### config.mk
export PLATFORM = sky130hd
export DESIGN_NAME = bounded_key_list_with_compaction_core
export DESIGN_NICKNAME = d
export VERILOG_FILES = /design/src/bklc_pkg.sv /design/src/bounded_key_list_with_compaction_core.sv
export SDC_FILE = /design/constraint.sdc
export NUM_CORES = 1
export LEC_CHECK = 0
export ABC_AREA = 1
export BUFFER_PORTS_ARGS = -buffer_cell sky130_fd_sc_hd__buf_2
export CORE_MARGIN = 4
export CORE_UTILIZATION = 62
export DETAILED_ROUTE_END_ITERATION = 12
export GPL_TIMING_DRIVEN = 0
export PLACE_DENSITY = 0.8
export SETUP_SLACK_MARGIN = 0.4
export SLEW_MARGIN = 20
export SYNTH_ARGS = -nofsm -noshare
export SYNTH_HDL_FRONTEND = slang
export SYNTH_SLANG_ARGS = --single-unit
### constraint.sdc
create_clock -name aclk -period 2.8 [get_ports aclk]
set_input_delay 0.14 -clock aclk [delete_from_list [all_inputs] [get_ports aclk]]
set_output_delay 0.14 -clock aclk [all_outputs]
set_load 0.03 [all_outputs]
### src/bklc_pkg.sv
// Package for the bounded key list with compaction.
// Holds sizes, the entry type, the operation, status and state codes.
// No dependencies.
package bklc_pkg;

    localparam int DEPTH     = 16;
    localparam int IDX_W     = (DEPTH > 1) ? $clog2(DEPTH) : 1;
    localparam int CNT_W     = $clog2(DEPTH + 1);
    localparam int SEG_W     = 15;
    localparam int SIDE_W    = 3;
    localparam int POS_W     = 4;
    localparam int OP_W      = 3;
    localparam int RES_IDX_W = 5;
    localparam int TOTAL_W   = 5;
    localparam int STAT_W    = 2;
    localparam int CMP_W     = (CNT_W > POS_W) ? CNT_W : POS_W;
    localparam int S_DATA_W  = 24;
    localparam int M_DATA_W  = 16;

    typedef struct packed {
        logic [SEG_W-1:0]  seg;
        logic [SIDE_W-1:0] side;
    } entry_t;

    typedef enum logic [OP_W-1:0] {
        OP_APPEND   = 3'd0,
        OP_DEL_IDX  = 3'd1,
        OP_DEL_LAST = 3'd2,
        OP_DEL_KEY  = 3'd3,
        OP_DEL_SEG  = 3'd4,
        OP_FIND     = 3'd5,
        OP_CLEAR    = 3'd6
    } op_t;

    typedef enum logic [STAT_W-1:0] {
        STAT_OK   = 2'd0,
        STAT_FULL = 2'd1,
        STAT_MISS = 2'd2
    } status_t;

    typedef enum logic [1:0] {
        ST_IDLE,
        ST_SCAN,
        ST_FINISH
    } state_t;

endpackage

### src/bounded_key_list_with_compaction_core.sv
// Bounded ordered key list with compaction: top level and only module; uses bklc_pkg.
// Beats that need no walk go from idle straight to the finish state, which loads the
// result register once the output is free; delete at index, key or segment and find
// first walk the entry memory one entry a cycle in the scan state, if the list is not
// empty and, for delete at index, the index is in range. A new beat is taken while a
// result waits. Reset (aresetn low, synchronous) empties the list and drops any result.
module bounded_key_list_with_compaction_core
    import bklc_pkg::*;
(
    input  logic                aclk,
    input  logic                aresetn,
    // s_tdata: segment[14:0], side[17:15], position[21:18], zero[23:22]
    input  logic [S_DATA_W-1:0] s_tdata,
    // s_tuser: opcode[2:0]
    input  logic [OP_W-1:0]     s_tuser,
    input  logic                s_tvalid,
    output logic                s_tready,
    // m_tdata: result_index[4:0], entry_total[9:5], status[11:10], zero[15:12]
    output logic [M_DATA_W-1:0] m_tdata,
    output logic                m_tvalid,
    input  logic                m_tready
);

    // Input field unpacking
    logic [SEG_W-1:0]  in_seg;
    logic [SIDE_W-1:0] in_side;
    logic [POS_W-1:0]  in_pos;
    op_t               in_op;

    assign in_seg  = s_tdata[SEG_W-1:0];
    assign in_side = s_tdata[SEG_W+SIDE_W-1:SEG_W];
    assign in_pos  = s_tdata[SEG_W+SIDE_W+POS_W-1:SEG_W+SIDE_W];
    assign in_op   = op_t'(s_tuser);

    // Entry memory: one write port, one registered read port
    entry_t mem [DEPTH];
    entry_t rdata_reg;

    logic             mem_we;
    logic [IDX_W-1:0] mem_waddr;
    entry_t           mem_wdata;
    logic             mem_re;
    logic [IDX_W-1:0] mem_raddr;

    always_ff @(posedge aclk) begin
        if (mem_we) begin
            mem[mem_waddr] <= mem_wdata;
        end
    end

    always_ff @(posedge aclk) begin
        if (mem_re) begin
            rdata_reg <= mem[mem_raddr];
        end
    end

    // Control and working registers
    state_t            state_reg, state_next;
    logic [CNT_W-1:0]  count_reg, count_next;
    op_t               op_reg, op_next;
    logic [SEG_W-1:0]  seg_reg, seg_next;
    logic [SIDE_W-1:0] side_reg, side_next;
    logic [POS_W-1:0]  pos_reg, pos_next;
    logic [CNT_W-1:0]  rd_reg, rd_next;      // next entry to read
    logic [CNT_W-1:0]  wr_reg, wr_next;      // next compacted slot
    logic              pend_reg, pend_next;  // rdata_reg holds a live entry
    logic [IDX_W-1:0]  pend_idx_reg, pend_idx_next;
    logic              hit_reg, hit_next;
    logic [IDX_W-1:0]  idx_reg, idx_next;
    status_t           stat_reg, stat_next;

    // Output register
    logic                 m_valid_reg, m_valid_next;
    logic [RES_IDX_W-1:0] m_idx_reg, m_idx_next;
    logic [TOTAL_W-1:0]   m_total_reg, m_total_next;
    status_t              m_stat_reg, m_stat_next;

    logic out_free;
    logic scan_done;
    logic match_key;
    logic match_seg;
    logic drop;

    assign out_free  = !m_valid_reg || m_tready;
    assign scan_done = (rd_reg == count_reg) && !pend_reg;
    assign match_key = (rdata_reg.seg == seg_reg) && (rdata_reg.side == side_reg);
    assign match_seg = (rdata_reg.seg == seg_reg);

    // Decide whether the entry coming out of memory leaves the list
    always_comb begin
        case (op_reg)
            OP_DEL_IDX: drop = (CMP_W'(pend_idx_reg) == CMP_W'(pos_reg));
            OP_DEL_KEY: drop = match_key && !hit_reg;
            OP_DEL_SEG: drop = match_seg;
            default:    drop = 1'b0;
        endcase
    end

    // Next state
    always_comb begin
        state_next = state_reg;
        unique case (state_reg)
            ST_IDLE: begin
                if (s_tvalid) begin
                    case (in_op)
                        OP_DEL_IDX: begin
                            state_next = (CMP_W'(in_pos) < CMP_W'(count_reg)) ?
                                         ST_SCAN : ST_FINISH;
                        end
                        OP_DEL_KEY, OP_DEL_SEG, OP_FIND: begin
                            state_next = (count_reg != '0) ? ST_SCAN : ST_FINISH;
                        end
                        default: state_next = ST_FINISH;
                    endcase
                end
            end
            ST_SCAN: begin
                if (scan_done) begin
                    state_next = ST_FINISH;
                end
            end
            ST_FINISH: begin
                if (out_free) begin
                    state_next = ST_IDLE;
                end
            end
            default: state_next = ST_IDLE;
        endcase
    end

    // Datapath and outputs
    always_comb begin
        s_tready      = (state_reg == ST_IDLE);
        count_next    = count_reg;
        op_next       = op_reg;
        seg_next      = seg_reg;
        side_next     = side_reg;
        pos_next      = pos_reg;
        rd_next       = rd_reg;
        wr_next       = wr_reg;
        pend_next     = 1'b0;
        pend_idx_next = pend_idx_reg;
        hit_next      = hit_reg;
        idx_next      = idx_reg;
        stat_next     = stat_reg;
        mem_we        = 1'b0;
        mem_waddr     = wr_reg[IDX_W-1:0];
        mem_wdata     = rdata_reg;
        mem_re        = 1'b0;
        mem_raddr     = rd_reg[IDX_W-1:0];
        m_valid_next  = m_valid_reg && !m_tready;
        m_idx_next    = m_idx_reg;
        m_total_next  = m_total_reg;
        m_stat_next   = m_stat_reg;

        unique case (state_reg)
            ST_IDLE: begin
                if (s_tvalid) begin
                    op_next   = in_op;
                    seg_next  = in_seg;
                    side_next = in_side;
                    pos_next  = in_pos;
                    rd_next   = '0;
                    wr_next   = '0;
                    hit_next  = 1'b0;
                    idx_next  = '0;
                    stat_next = STAT_MISS;
                    case (in_op)
                        OP_APPEND: begin
                            if (count_reg < CNT_W'(DEPTH)) begin
                                mem_we     = 1'b1;
                                mem_waddr  = count_reg[IDX_W-1:0];
                                mem_wdata  = '{seg: in_seg, side: in_side};
                                hit_next   = 1'b1;
                                idx_next   = count_reg[IDX_W-1:0];
                                stat_next  = STAT_OK;
                                count_next = count_reg + 1'b1;
                            end else begin
                                stat_next = STAT_FULL;
                            end
                        end
                        OP_DEL_IDX: begin
                            // Index is known up front; the walk only compacts
                            if (CMP_W'(in_pos) < CMP_W'(count_reg)) begin
                                hit_next = 1'b1;
                                idx_next = IDX_W'(in_pos);
                            end
                        end
                        OP_DEL_LAST: begin
                            if (count_reg != '0) begin
                                hit_next   = 1'b1;
                                idx_next   = IDX_W'(count_reg - 1'b1);
                                stat_next  = STAT_OK;
                                count_next = count_reg - 1'b1;
                            end
                        end
                        OP_CLEAR: begin
                            stat_next  = STAT_OK;
                            count_next = '0;
                        end
                        default: ;
                    endcase
                end
            end
            ST_SCAN: begin
                // Issue the next read, one entry a cycle
                if (rd_reg != count_reg) begin
                    mem_re        = 1'b1;
                    rd_next       = rd_reg + 1'b1;
                    pend_next     = 1'b1;
                    pend_idx_next = rd_reg[IDX_W-1:0];
                end
                // Retire the entry read last cycle: keep it or drop it.
                // Writes trail reads, so no slot is overwritten before it is read.
                if (pend_reg) begin
                    if (op_reg == OP_FIND) begin
                        if (match_key && !hit_reg) begin
                            hit_next = 1'b1;
                            idx_next = pend_idx_reg;
                        end
                    end else if (drop) begin
                        if (op_reg != OP_DEL_IDX) begin
                            hit_next = 1'b1;
                            idx_next = pend_idx_reg;  // delete segment ends on the highest
                        end
                    end else begin
                        mem_we  = 1'b1;
                        wr_next = wr_reg + 1'b1;
                    end
                end
                if (scan_done) begin
                    stat_next = hit_reg ? STAT_OK : STAT_MISS;
                    if (op_reg != OP_FIND) begin
                        count_next = wr_reg;
                    end
                end
            end
            ST_FINISH: begin
                if (out_free) begin
                    m_valid_next = 1'b1;
                    m_idx_next   = hit_reg ? RES_IDX_W'(idx_reg) : '1;
                    m_total_next = TOTAL_W'(count_reg);
                    m_stat_next  = stat_reg;
                end
            end
            default: ;
        endcase
    end

    always_ff @(posedge aclk) begin
        if (!aresetn) begin
            state_reg   <= ST_IDLE;
            count_reg   <= '0;
            pend_reg    <= 1'b0;
            m_valid_reg <= 1'b0;
        end else begin
            state_reg   <= state_next;
            count_reg   <= count_next;
            pend_reg    <= pend_next;
            m_valid_reg <= m_valid_next;
        end
    end

    always_ff @(posedge aclk) begin
        op_reg       <= op_next;
        seg_reg      <= seg_next;
        side_reg     <= side_next;
        pos_reg      <= pos_next;
        rd_reg       <= rd_next;
        wr_reg       <= wr_next;
        pend_idx_reg <= pend_idx_next;
        hit_reg      <= hit_next;
        idx_reg      <= idx_next;
        stat_reg     <= stat_next;
        m_idx_reg    <= m_idx_next;
        m_total_reg  <= m_total_next;
        m_stat_reg   <= m_stat_next;
    end

    assign m_tvalid = m_valid_reg;
    assign m_tdata  = {{(M_DATA_W - RES_IDX_W - TOTAL_W - STAT_W){1'b0}},
                       m_stat_reg, m_total_reg, m_idx_reg};

    // The list never grows past its depth
    a_count_bound: assert property (@(posedge aclk) disable iff (!aresetn)
        count_reg <= CNT_W'(DEPTH))
        else $error("entry count above depth");

    // Compaction writes never overtake the read pointer
    a_wr_behind_rd: assert property (@(posedge aclk) disable iff (!aresetn)
        (state_reg == ST_SCAN) |-> (wr_reg <= rd_reg))
        else $error("compaction write ahead of read");

    // No entry left in flight when a new beat can be taken
    a_idle_no_pend: assert property (@(posedge aclk) disable iff (!aresetn)
        (state_reg == ST_IDLE) |-> !pend_reg)
        else $error("read pending while idle");

    // A result is loaded only from the finish step
    a_load_from_finish: assert property (@(posedge aclk) disable iff (!aresetn)
        $rose(m_valid_reg) |-> ($past(state_reg) == ST_FINISH))
        else $error("result loaded outside finish");

    // A miss always reports index -1
    a_miss_index: assert property (@(posedge aclk) disable iff (!aresetn)
        (m_valid_reg && (m_stat_reg == STAT_MISS)) |-> (m_idx_reg == '1))
        else $error("miss with a valid index");

endmodule
==> results of run 1 <==
[final cells by class]
type	instances	area, um2	area share [%]
Sequential cell	373	11110	60.11
Multi-Input combinational cell	785	4168	22.55
Timing Repair Buffer	108	1002	5.422
Clock buffer	47	984.7	5.327
Tap cell	324	405.4	2.193
Buffer	67	334.1	1.807
Inverter	77	297.8	1.611
Clock inverter	18	182.7	0.9882
[per-stage QoR]
stage                     setup TNS [ps]  power [W]  worst slack, ps  cell area, um2
after floorplan                        0   0.009008            55.05           15560
after global placement           -190480    0.01016           -869.1           16170
after detailed placement          -40150    0.01035           -278.6           16440
after CTS                              0    0.01515            255.9           18270
after global routing                   0    0.01592            344.1           18490
final                                  0    0.01540            370.1           18490
[metal layers]
layer | global-route usage, % | vias up | share of wire, %
li1 | - | 4941 | -
met1 | 41.90 | 5427 | 36
met2 | 48.17 | 951 | 47
met3 | 5.332 | 144 | 13
met4 | 11.17 | 2 | 3.9
met5 | 0 | - | 0.030
[cell usage after synthesis, drive strengths merged]
master	instances	share of area [%]
nand2	281	6.8
o21a	2	0.097
a21boi	1	0.048
o221ai	15	0.85
o2111ai	1	0.056
nand4	20	0.85
nand3	44	1.4
conb	1	0.024
a21oi	69	2.4
or2	4	0.16
o22ai	24	1.0
o211ai	3	0.14
ha	8	0.64
inv	76	1.9
a221oi	20	1.1
xnor2	6	0.34
and2	2	0.11
xor2	10	0.56
a21o	1	0.048
buf	23	0.84
dfxtp	9	1.2
clkinv	1	0.024
a22oi	1	0.048
o21ai	127	4.2
nor2	133	3.5
edfxtp	364	70
nor3	8	0.26
clkbuf	44	1.1
[kinds of logic after synthesis]
group | count (synthesis) | share of synthesized area (%)
xor+xnor | 16 | 0.9018
buf+inv | 144 | 3.777
simple gates | 492 | 13.17
flops | 373 | 71.50
fa+ha+maj | 8 | 0.6442
compound gates | 264 | 9.977
other cells | 1 | 0.02413
[placed cells by master (no fill, tap or decap), drive strengths merged, types with 24 or more instances in the layout]
master | synthesis | final
inv | 76 | 75
dlygate4sd3 | 0 | 27
o21ai | 127 | 127
edfxtp | 364 | 364
nand3 | 44 | 44
buf | 23 | 102
nand2 | 281 | 281
clkbuf | 44 | 93
nor2 | 133 | 134
o22ai | 24 | 24
a21oi | 69 | 69
[worst max-delay path: stages (launching register included)]
cell and delay [ps]:
edfxtp_1 550, inv_1 240, clkbuf_2 310, clkbuf_2 320, o21ai_0 140, o22ai_1 410
o21ai_0 230, nand2_1 100
[power groups by stage]
stage / combinational, W / sequential (W) / clock, W
after floorplan: 0.00203 / 0.00697 / 0
after global placement: 0.00320 / 0.00697 / 0
after detailed placement: 0.00338 / 0.00696 / 0
after CTS: 0.00348 / 0.00685 / 0.00482
after global routing: 0.00398 / 0.00687 / 0.00507
final: 0.00371 / 0.00685 / 0.00483
[timing repair]
item	in CTS	in global routing
pin swaps	10	7
cloned	0	2
hold buffers	27	0
endpoints found under the hold margin	32	0
resized for setup	19	49
buffers inserted	19	9
endpoints found under the setup margin	367	414
[worst max-delay path by stage]
stage                       from           end  slack, ps  depth (start not counted)
floorplan           state_reg[1]    mem[12][0]         60                          7
global route        rdata_reg[6]    mem[0][16]        340                         13
global placement    rdata_reg[4]    mem[6][10]       -870                         12
finish                 rd_reg[1]  rdata_reg[6]        370                          7
CTS                 rdata_reg[4]     mem[6][4]        260                         10
detailed placement  rdata_reg[4]    mem[5][14]       -280                         12
==> results_dict.tcl, run 1 <==
set metrics [dict create \
    status "completed" \
    path_class "flop to flop" \
    dr.pass1.iters 5 \
    setup_viol 0 \
    drive_above_1_share_pct 16.47 \
    fin_hold_ws_ps 239.7 \
    synth-seq-area-share_pct 71.50 \
    die_height_um 166.3 \
    netlist_area_um2 15540 \
    p_comb_share_pct 24.1 \
    crit_path_end_kind "flop" \
    h-tree-depth 2 \
    antenna_found_initial 3 \
    min_from "s_tvalid" \
    r2r_start "rd_reg[1]" \
    holdPathEnd "rd_reg[1]" \
    io_pins 49 \
    drtIter0Drc 1939 \
    worst_slew_pin_slew_ps 990.3 \
    area_growth_syn_to_layout_pct 18.96 \
    layoutNonFillerInstCount 1799 \
    cts.root.buffer_cell "clkbuf_16" \
    fillers 1420 \
    fin_util_pct 75.57 \
    hp-class "primary input to flop" \
    ys_ff_latch 373 \
    start_util_pct 63.52 \
    diodes 0 \
    wl_per_cell_um 23.91 \
    grt_pass1_wl_mm 64.08 \
    numCtsBuffers 37 \
    ir_worst_vdd_v 0.0006769 \
    crit_required_ps 3200 \
    grt_max_degree 27 \
    syn-mean-instance-area_um2 11.97 \
    rr_endpoint "rdata_reg[6]" \
    cts.clk_slew.worst_paths_ps 60 \
    core-area_um2 24460 \
    largest_reg_flops 288 \
    startpoint_type "flop" \
    ant_nets 0 \
    clk_latency_ps 540 \
    yosysUniqueCellTypes 42 \
    power_density_nw_per_um2 832.9 \
    grt.total_usage_pct 30.02 \
    reg2reg_depth 7 \
    maxSlewHeadroom_pct 33.57 \
    hold_viol_final 0 \
    slew_viol_final 0 \
    min_path_cells 3 \
    rsz0062_at_grt "yes" \
    cts_sinks 373 \
    cts_tree "built" \
    cts_max_path_buffers 3 \
    yosys_warnings 0 \
    fin_skew_ps 21.34 \
    p_int_w 0.01045 \
    path_max_fanout 10 \
    ff2ff_setup_slack_ps 370 \
    die_x_um 166.3 \
    max_freq_ghz 0.4115 \
    p_seq_share_pct 44.5 \
    nNetsFinal 1488 \
    p_sw_w 0.004946 \
    sw_frac_of_total_pct 32.12 \
    p_leak_nw 6.656 \
    grt_overflow_total 0 \
    port_buffers 42 \
    min_period_ps 2430 \
    drcViolationCount 0 \
    num_rows 57 \
    cp.arrival_ps 2830 \
    wl_mm 43.02 \
    post-route-period-util_pct 86.78 \
    die-area_um2 27660 \
    max-cap-violations 0 \
    vias 11470 \
    place_inst 1677 \
    hpwl_mm 26.81 \
    grt_pass1_vias 10970 \
    synthCells 1298 \
    pwr-share-clk_pct 31.4 \
    gp_congestion 0.9084 \
    via_per_inst 6.373 \
]
No activity file was read; power rests on OpenSTA's default activity.
==> run 2, diff against run 1 <==
==> constraint.sdc (replaced) <==
create_clock -name aclk -period 2.8 [get_ports aclk]
set_input_delay 0.14 -clock aclk [delete_from_list [all_inputs] [get_ports aclk]]
set_output_delay 0.14 -clock aclk [all_outputs]
set_load 0.05 [all_outputs]
==> run 2 against run 1 <==
Against the previous run:
- cell count rose by 0.44%
- fmax increased by 2.2%
- sequential share of layout area increased by 0.20 points
- worst hold slack got worse by 31 ps
- global-route usage increased by 0.64 points
- core utilization decreased by 0.26 points
- largest power group unchanged
==> results_dict.tcl, run 2 (same netlist as run 1, synthesis figures left out) <==
set metrics [dict create \
    seqCellArea_um2 11110 \
    ir_worst_vdd_v 0.0005723 \
    die_x_um 166.3 \
    path_max_fanout 10 \
    grt_pass1_vias 11400 \
    via_per_inst 6.326 \
    layoutNonFillerInstCount 1807 \
    hpwl_mm 26.10 \
    slowest_stage "clkbuf_1" \
    wl_mm 43.28 \
    cts_tree "built" \
    cp.arrival_ps 2770 \
    drive_above_1_share_pct 16.18 \
    port_buffers 42 \
    diodes 0 \
    clk_latency_ps 530 \
    cts_max_path_buffers 3 \
    total_power_w 0.01520 \
    power_density_nw_per_um2 825.0 \
    max-cap-violations 0 \
    vias 11430 \
    hp-class "primary input to flop" \
    cp_common_cell "nand2_1" \
    mostFrequentLayoutCell "edfxtp_1" \
    max_freq_ghz 0.4205 \
    final_cell_mix "edfxtp_1 (364), nand2_1 (275), nor2_1 (121), o21ai_0 (109), inv_1 (63)" \
    slew_viol_final 0 \
    worst-path-buf-inv 3 \
    worst_slew_pin_slew_ps 1036 \
    rsz0062_at_grt "yes" \
    start_util_pct 63.52 \
    drcViolationCount 0 \
    nNetsFinal 1497 \
    numCtsBuffers 37 \
    path_class "flop to flop" \
    ant_nets 0 \
    setup_viol 0 \
    antenna_found_initial 0 \
    critPathTopFamily "buffers and inverters" \
    core-area_um2 24460 \
    cts.clk_slew.worst_paths_ps 60 \
    dr.pass1.iters 6 \
    grt_max_degree 27 \
    fillers 1408 \
    io_pins 49 \
    cts.root.buffer_cell "clkbuf_16" \
    maxSlewHeadroom_pct 30.53 \
    status "completed" \
    crit_path_end_kind "flop" \
    num_rows 57 \
    largest_reg_flops 288 \
    fin_skew_ps 10.08 \
    drtIter0Drc 1898 \
    grt_overflow_total 0 \
    grt.total_usage_pct 30.66 \
    area_growth_syn_to_layout_pct 18.56 \
    die_height_um 166.3 \
    startpoint_type "flop" \
    post-route-period-util_pct 84.94 \
    multi_input_area_um2 4079 \
    crit_required_ps 3190 \
    wl_per_cell_um 23.95 \
    min_period_ps 2378 \
    die-area_um2 27660 \
    grt_pass1_wl_mm 65.25 \
    gp_congestion 0.9226 \
    cpPeakStageDelay_ps 510 \
    cp_cell_sequence "buf_2 > inv_2 > clkbuf_1 > nand2_1 > a221oi_1 > o21ai_0 > nand2_1" \
    place_inst 1684 \
    p_leak_nw 6.638 \
    h-tree-depth 2 \
    cts_sinks 373 \
    hold_viol_final 0 \
]
## run 2: final timing paths
check / startpoint / to / slack (ps) / cells past startpoint
setup / recovery: rd_reg[0] / rdata_reg[12] / 420 / 7
hold / removal: s_tvalid / count_reg[4] / 210 / 6
setup reg to reg: rd_reg[0] / rdata_reg[12] / 420 / 7
hold reg to reg: stat_reg[0] / m_stat_reg[0] / 420 / 0
## run 2: final cells by class
type	count	area share (%)
Multi-Input combinational cell	785	22.14
Clock buffer	48	5.420
Clock inverter	16	0.6384
Timing Repair Buffer	117	5.820
Buffer	67	1.847
Sequential cell	373	60.31
Tap cell	324	2.200
Inverter	77	1.623
## run 2: worst register-to-register path, delay by kind of cell, from the launching register on
family	cells	cell delay (ps)
simple gates	2	240
compound gates	2	650
flops	1	460
buf+inv	3	900
## run 2: metrics by stage
| step | utilization [%] | setup WS (ps) | instance area, um2 | hold WS, ps | TNS [ps] |
|---|---|---|---|---|---|
| 2_1_floorplan | - | 309.9 | 15590 | 238.9 | 0 |
| 3_3_place_gp | 66.25 | -449.5 | 16210 | 334.8 | -78860 |
| 3_5_place_dp | 67.54 | -253.5 | 16520 | 335.6 | -32220 |
| 4_1_cts | 74.81 | 370.0 | 18300 | 188.1 | 0 |
| 5_1_grt | 75.31 | 387.6 | 18420 | 275.2 | 0 |
| 6_report | 75.31 | 421.8 | 18420 | 208.6 | 0 |
## run 2: where the power goes
group	internal (W)	leakage, nW	switching (W)
Clock	0.00262	0.542	0.00205
Combinational	0.000974	2.71	0.00272
Sequential	0.00668	3.38	0.000163
Total	0.0103	6.64	0.00493
## run 2: timing repair
item                                   in CTS  in global routing
buffers inserted                           23                  7
hold buffers                               27                  0
gates cloned                                0                  2
setup endpoints to repair                 395                369
resized for setup                          19                 38
endpoints found under the hold margin      33                  0
pin swaps                                  11                  5
## run 2: layer usage
layer	share of wire, %	up-vias	GRT usage [%]
li1	-	4948	-
met4	4.3	0	11.88
met1	35	5424	39.57
met3	13	175	8.046
met2	48	884	50.46
met5	0	-	0
